--- config.mk ---
export PLATFORM = sky130hd
export DESIGN_NAME = pscc_ctrl
export DESIGN_NICKNAME = d
export VERILOG_FILES = /design/src/pscc_pkg.sv /design/src/pscc_ctrl.sv
export SDC_FILE = /design/constraint.sdc
export NUM_CORES = 1
export LEC_CHECK = 0
export CAP_MARGIN = 20
export CORE_AREA = 3 3 40 42
export CTS_CLUSTER_DIAMETER = 80
export DETAILED_ROUTE_END_ITERATION = 16
export DIE_AREA = 0 0 43 45
export DONT_BUFFER_PORTS = 1
export GPL_TIMING_DRIVEN = 0
export PLACE_DENSITY_LB_ADDON = 0.12
export RECOVER_POWER = 25
export REMOVE_ABC_BUFFERS = 1
export SETUP_SLACK_MARGIN = 0.02
export SLEW_MARGIN = 15
export SYNTH_ARGS = -nofsm -noshare
export SYNTH_HDL_FRONTEND = slang
export SYNTH_SLANG_ARGS = --single-unit
--- constraint.sdc ---
create_clock -name clk -period 1.39 [get_ports clk]
set_input_delay 0 -clock clk [delete_from_list [all_inputs] [get_ports clk]]
set_output_delay 0 -clock clk [all_outputs]
set_load 0.02 [all_outputs]
--- src/pscc_pkg.sv ---
// Shared constants, types and control codes of the slot conflict checker.
`default_nettype none

package pscc_pkg;

  // Horizon in slots and bitmap word geometry.
  localparam int SLOT_COUNT = 65536;
  localparam int WORD_W     = 64;
  localparam int WORD_SH    = 6;
  localparam int MAP_WORDS  = (SLOT_COUNT + WORD_W - 1) / WORD_W;
  localparam int WADDR_W    = (MAP_WORDS > 1) ? $clog2(MAP_WORDS) : 1;
  // Slot positions grow by up to two input spans past the horizon.
  localparam int POS_W      = $clog2(SLOT_COUNT + 2 * 65536) + 1;
  localparam int CNT_W      = 7;

  typedef enum logic [2:0] {
    S_SWEEP_RST,
    S_IDLE,
    S_START,
    S_SWEEP_CLR,
    S_OCC,
    S_RD,
    S_CHK,
    S_DONE
  } pscc_state_t;

  // Commands from the controller to the datapath.
  typedef struct packed {
    logic load;
    logic clr_start;
    logic sweep;
    logic occ_start;
    logic commit;
    logic step_word;
    logic next_occ;
    logic out_load;
  } pscc_cmd_t;

  // Status from the datapath to the controller.
  typedef struct packed {
    logic op_clear;
    logic flag;
    logic empty;
    logic skip;
    logic clr_last;
    logic word_last;
    logic hit;
    logic period_zero;
    logic out_busy;
  } pscc_sts_t;

endpackage

`default_nettype wire

--- src/pscc_ctrl.sv ---
// Controller state machine: sequences clear sweeps, occurrences and word walks.
`default_nettype none

module pscc_ctrl (
  input  wire logic                clk,
  input  wire logic                rst,
  input  wire logic                in_valid,
  output logic                     in_stall,
  output pscc_pkg::pscc_cmd_t      cmd,
  input  wire pscc_pkg::pscc_sts_t sts
);
  import pscc_pkg::*;

  pscc_state_t state, state_next;

  // Hold the state register.
  always_ff @(posedge clk) begin
    if (rst) begin
      state <= S_SWEEP_RST;
    end else begin
      state <= state_next;
    end
  end

  // Pick the next state and drive datapath commands.
  always_comb begin
    state_next = state;
    cmd        = '0;
    in_stall   = 1'b1;
    case (state)
      S_SWEEP_RST: begin
        cmd.sweep = 1'b1;
        if (sts.clr_last) begin
          state_next = S_IDLE;
        end
      end
      S_IDLE: begin
        in_stall = 1'b0;
        if (in_valid) begin
          cmd.load   = 1'b1;
          state_next = S_START;
        end
      end
      S_START: begin
        if (sts.op_clear) begin
          cmd.clr_start = 1'b1;
          state_next    = S_SWEEP_CLR;
        end else if (sts.flag || sts.empty) begin
          state_next = S_DONE;
        end else begin
          state_next = S_OCC;
        end
      end
      S_SWEEP_CLR: begin
        cmd.sweep = 1'b1;
        if (sts.clr_last) begin
          state_next = S_DONE;
        end
      end
      S_OCC: begin
        if (sts.skip) begin
          state_next = S_DONE;
        end else begin
          cmd.occ_start = 1'b1;
          state_next    = S_RD;
        end
      end
      S_RD: begin
        state_next = S_CHK;
      end
      S_CHK: begin
        cmd.commit = 1'b1;
        if (sts.hit) begin
          state_next = S_DONE;
        end else if (sts.word_last) begin
          if (sts.period_zero) begin
            state_next = S_DONE;
          end else begin
            cmd.next_occ = 1'b1;
            state_next   = S_OCC;
          end
        end else begin
          cmd.step_word = 1'b1;
          state_next    = S_RD;
        end
      end
      S_DONE: begin
        if (!sts.out_busy) begin
          cmd.out_load = 1'b1;
          state_next   = S_IDLE;
        end
      end
      default: begin
        state_next = S_SWEEP_RST;
      end
    endcase
  end

endmodule

`default_nettype wire

==> out/results.ini, run 1 <==
[yosys]
ys_seq_area_share_pct = 18.2
syn_area_um2 = 330
synth_top_area_share_pct = 18.2
synthCells = 45
synthMuxAreaShare_pct = 0
async_flop_share_pct = 0
synth-xor-area-share_pct = 0
synth_commonest_cells = a21oi_1, nand2_1, nor2_1
synth_area_per_cell_um2 = 7.34
synth_top_family_by_area = simple AND/OR/NAND/NOR gates
synth_top_area_cell = dfxtp_1
yosys-top-cells-area = dfxtp_1, buf_6, a21oi_1
synth_edf_count = 0
synth_ff_type = dfxtp_1
synth_fa_ha_area_share_pct = 0
synth_compound_area_share_pct = 28.0
synth-simple-area-share_pct = 40.2
ys_seq_elements = 3
yosysUniqueCellTypes = 24
synth_warnings = 0

[place]
gp_congestion = 0.805
place_hpwl_um = 612
port_buffers = 0
pre_cts_slack_ns = -0.0806
dp.cells = 57

[pwr]
swShare_pct = 41.5
ir_worst_vdd_mv = 0.365
pwr-share-comb_pct = 38.9
clkPwrFrac_pct = 30.6
pwr-share-seq_pct = 30.5
switchingPower_uw = 213
p_leak_uw = 0.000138
powerDensity_nw_per_um2 = 1270
intPower_uw = 300

[finish]
stdcell_count = 65
drive_gt1_share_pct = 40.0
regMostFlops = state
largest_reg_flops = 3
syn_to_final_growth_pct = 22.7
n_fill_cell = 154
fin_nets = 63
top_regs = state: 3 flops
num_antenna_cells = 0

[clock_tree]
clk_pin_slew_ns = 0.04
root_buffer = clkbuf_4
clockBufferDepth = 2
cts_buffers = 3
insertion_delay_ns = 0.24
tritoncts = yes
cts_num_sinks = 3
htree_levels = 1

[timing]
skew_ns = 0.00428
tightest_slew_ns = 0.400
finalSetupTns_ns = 0
min_period_over_period_pct = 90.9
hold_viol = 0
clock.fmax_ghz = 0.791
setup-violations-final = 0
slew_violations = 0
slew_headroom_pct = 73.2
period_needed_ns = 1.26
rsz0062_at_grt = false
setup_slack_ns = 0.126

[worst_setup_path]
critical_path_class = reg -> out
cp.required_ns = 1.39
r2r_setup_slack_ns = 0.24
r2r_end = state[1]
worstReg2RegStart = state[1]
worst_setup_path_start_kind = flop
worst-path-max-fanout = 10
arrival_ns = 1.26
rr_worst_depth = 4
worstSetupEndpointType = output pin

[route]
ant_nets = 0
drt_iter0_drc = 6
routed_wl_um = 800
drt-wirelength-per-cell_um = 12.3
vias_per_cell = 5.32
drtPass1Iterations = 2
vias = 346
drc = 0

[global_routing]
antenna_found_initial = 0
overflow = 0
grt_util_all_layers_pct = 8.99
grt_pass1_vias = 305
grt_start_max_net_pins = 15
grt_first_pass_wirelength_um = 1300

[worst_hold_path]
hold_start = sts[8]
hp-class = in -> reg
hold_end = state[2]
hold_path_depth = 3

[die]
die_y_um = 45
core-area_um2 = 1280
boundaryPins = 21
die_area_um2 = 1940
initial_core_util_pct = 25.7
rows = 13
die_w_um = 43

[outcome]
run_status = finished clean

[job]
drv_cap = 0

-- routing by layer --
metal | share of wire, % | vias to the layer above | global-route usage [%] | routed length (µm)
li1 | - | 167 | - | -
met2 | 47 | 18 | 14.1 | 378
met3 | 11 | 2 | 3.19 | 85
met4 | 1.9 | 0 | 7.23 | 15
met5 | 0 | - | 0 | 0
met1 | 40 | 159 | 9.86 | 321
-- worst max-delay path by stage --
stage,from,to,slack (ns),depth (start not counted)
after detailed placement,state[2],state[1],-0.08,4
after CTS,state[2],state[1],0.04,4
final,state[1],cmd[4],0.13,2
after floorplan,state[2],cmd[2],0.17,2
after global placement,state[2],state[1],-0.06,4
after global routing,state[1],cmd[4],0.06,2
-- repair_timing --
item                       4_1_cts  5_1_grt
hold buffers                     3        0
cloned                           0        0
setup endpoints to repair        7        1
gates resized for setup          7        2
hold endpoints to repair         3        0
pin swaps                        0        0
setup buffers                    0        1
-- layout make-up --
class / instances / area, µm² / area share [%]
Tap cell: 15 / 18.8 / 4.63
Clock buffer: 4 / 26.3 / 6.48
Timing Repair Buffer: 4 / 37.5 / 9.26
Inverter: 3 / 11.3 / 2.78
Sequential cell: 3 / 66.3 / 16.4
Multi-Input combinational cell: 36 / 245 / 60.5
-- cells in the final DEF, fill, tap and decap left out, drive strengths merged, types with 2 or more instances in the layout --
cell type / count
nand2b: 2
inv: 3
dlygate4sd3: 3
a21oi: 7
a211oi: 2
a311oi: 2
dfxtp: 3
nand2: 6
nor2: 5
clkbuf: 4
nor3: 4
-- worst max-delay path, stage by stage, from the launching register on --
cell	delay (ns)
dfxtp_2	0.37
or2_2	0.34
nor3_2	0.31
-- power by group through the flow --
| stage | registers, µW | clock network, µW | logic, µW |
|---|---|---|---|
| 6_report | 157 | 157 | 200 |
| 5_1_grt | 165 | 171 | 221 |
| 3_3_place_gp | 153 | 0 | 185 |
| 4_1_cts | 155 | 164 | 200 |
| 3_5_place_dp | 153 | 0 | 181 |
| 2_1_floorplan | 141 | 0 | 166 |
-- logic make-up after synthesis --
group           count (synthesis)
simple gates                   23
compound gates                 13
buf+inv                         6
flops                           3
-- per-stage QoR --
stage                     cell area [µm²]  hold WS [ns]  power (µW)  util (%)
final                                 405        0.0389         513      31.5
after global routing                  405        0.0528         558      31.5
after CTS                             395        0.0344         519      30.8
after detailed placement              315        0.0777         335      24.5
after global placement                315        0.0803         338      24.5
after floorplan                       297        0.0721         307         -
Note: power is estimated with default switching activity, not from simulation.
==> run 2: changes to the inputs <==
- clock period: 1.39 -> 1 ns (I/O delays scaled with it)
==> out/results.ini, run 2 (same netlist as run 1, synthesis figures left out) <==
[die]
rows = 13  ; unchanged
boundaryPins = 21  ; unchanged
core-area_um2 = 1280  ; unchanged
initial_core_util_pct = 25.7  ; unchanged
die_w_um = 43  ; unchanged
die_y_um = 45  ; unchanged
die_area_um2 = 1940  ; unchanged

[job]
drv_cap = 0  ; unchanged

[global_routing]
overflow = 0  ; unchanged
grt_util_met3_pct = 1.99  ; -1.2 points
grt_start_max_net_pins = 11  ; -4
antenna_found_initial = 0  ; unchanged
busiest_layer = met2
grt_util_all_layers_pct = 10.3  ; +1.3 points
use_met1_pct = 12.0  ; +2.2 points
grt_first_pass_wirelength_um = 1500  ; +15%
gr-usage-met2_pct = 17.1  ; +3.0 points
grt_pass1_vias = 356  ; +17%

[clock_tree]
htree_levels = 1  ; unchanged
root_buffer = clkbuf_4
insertion_delay_ns = 0.24  ; about the same
clockBufferDepth = 2  ; unchanged
cts_num_sinks = 3  ; unchanged
clk_pin_slew_ns = 0.04  ; about the same
tritoncts = yes
cts_buffers = 3  ; unchanged

[worst_setup_path]
arrival_ns = 1.18  ; -0.08 ns
worst-path-max-fanout = 9  ; -1
rr_worst_depth = 4  ; unchanged
cp.required_ns = 1.00  ; -0.39 ns
worstSetupEndpointType = output pin
worst_setup_path_start_kind = flop
critical_path_class = reg -> out
cpLargestDelayFamily = simple AND/OR/NAND/NOR gates
r2r_setup_slack_ns = -0.15  ; -0.39 ns
path_cells = nand3b_1 -> nor3_2
critPathMaxStageDelay_ns = 0.36  ; about the same
crit_buf_inv = 0  ; unchanged
critPathSlowestCell = dfxtp_4
critical_path_depth = 2  ; unchanged

[finish]
multi_input_area_um2 = 300  ; +22%
syn_to_final_growth_pct = 55.3
fin_nets = 68  ; +7.9%
drive_gt1_share_pct = 60.0  ; +20 points
regArea_um2 = 71.3  ; +7.5%
num_antenna_cells = 0  ; unchanged
top_regs = state: 3 flops
n_fill_cell = 146  ; -5.2%
stdcell_count = 70  ; +7.7%
regMostFlops = state
largest_reg_flops = 3  ; unchanged
layout_commonest_cell = buf_4
layout_common_cells = buf_4, a21oi_1

[timing]
min_period_over_period_pct = 118
slew_headroom_pct = 75.0  ; +1.8 points
slew_violations = 0  ; unchanged
finalSetupTns_ns = -1.21  ; -1.21 ns
clock.fmax_ghz = 0.844
tightest_slew_ns = 0.372  ; -0.0276 ns
rsz0062_at_grt = true
setup-violations-final = 10  ; +10
hold_viol = 0  ; unchanged
period_needed_ns = 1.18
setup_slack_ns = -0.185  ; -0.311 ns
skew_ns = 0.00521  ; +0.000929 ns

[place]
port_buffers = 0  ; unchanged
place_hpwl_um = 612  ; unchanged
dp.cells = 57  ; unchanged
gp_congestion = 0.805  ; unchanged

[pwr]
power_uw = 840  ; +64%
pwr-share-comb_pct = 48.7  ; +9.8 points
ir_worst_vdd_mv = 0.644  ; +76%
clkPwrFrac_pct = 26.1  ; -4.5 points
p_leak_uw = 0.000173  ; +26%
swShare_pct = 41.3  ; -0.14 points
intPower_uw = 493  ; +64%
pwr-share-seq_pct = 25.2  ; -5.3 points
powerDensity_nw_per_um2 = 1640  ; +29%
switchingPower_uw = 347  ; +63%

[route]
vias_per_cell = 5.21  ; -2.0%
vias = 365  ; +5.5%
drt-wirelength-per-cell_um = 13.1  ; +6.7%
drt_iter0_drc = 4  ; -2
routed_wl_um = 919  ; +15%
drc = 0  ; unchanged
drtPass1Iterations = 3  ; +1
ant_nets = 0  ; unchanged

[worst_hold_path]
hp-class = in -> reg
hold_path_depth = 3  ; unchanged

[outcome]
violations = setup timing
run_status = finished with violations

-- run 2: cell types whose count changed in the layout (fill, tap and decap cells not counted), sizes merged --
cell         before  now
dlygate4sd3       3    2
buf               1    7
-- run 2: per-layer routing --
| layer | up-vias | part of all wire, % |
|---|---|---|
| met5 | - | 0 |
| met4 | 0 | 1.6 |
| met3 | 2 | 10 |
| met2 | 17 | 50 |
| met1 | 165 | 38 |
| li1 | 181 | - |
-- run 2: timing repair --
item,CTS,global route
resized for setup,22,6
hold buffers,2,0
buffers inserted,6,1
pin swaps,7,3
hold endpoints to repair,3,0
endpoints found under the setup margin,12,12
-- run 2: final timing paths --
kind / to / from
min: state[1] / sts[4]
max: cmd[2] / state[0]
max reg2reg: state[1] / state[1]
min reg2reg: state[2] / state[2]
-- run 2: layout make-up --
class	instances	area share [%]
inverters	3	3.17
repair buffers	9	15.6
multi-input cells	36	58.5
clock buffers	4	5.12
well taps	15	3.66
flip-flops and latches	3	13.9
-- run 2: power groups by stage --
stage | clock network, µW | logic [µW] | registers (µW)
floorplan | 0 | 231 | 196
global placement | 0 | 257 | 213
detailed placement | 0 | 252 | 213
CTS | 228 | 382 | 208
global route | 238 | 446 | 220
finish | 220 | 409 | 212
-- run 2: stage by stage --
stage	worst slack, ns	util (%)	hold WS [ns]	area, µm²
3_3_place_gp	-0.445	24.5	0.0803	315
5_1_grt	-0.266	39.9	0.0220	513
3_5_place_dp	-0.471	24.5	0.0777	315
4_1_cts	-0.185	37.5	0.00158	482
2_1_floorplan	-0.220	-	0.0721	297
6_report	-0.185	39.9	0.00983	513
-- run 2: worst min-delay path, delay by kind of cell --
family,cells,cell delay [ns]
simple gates,1,0.07
compound gates,2,0.13
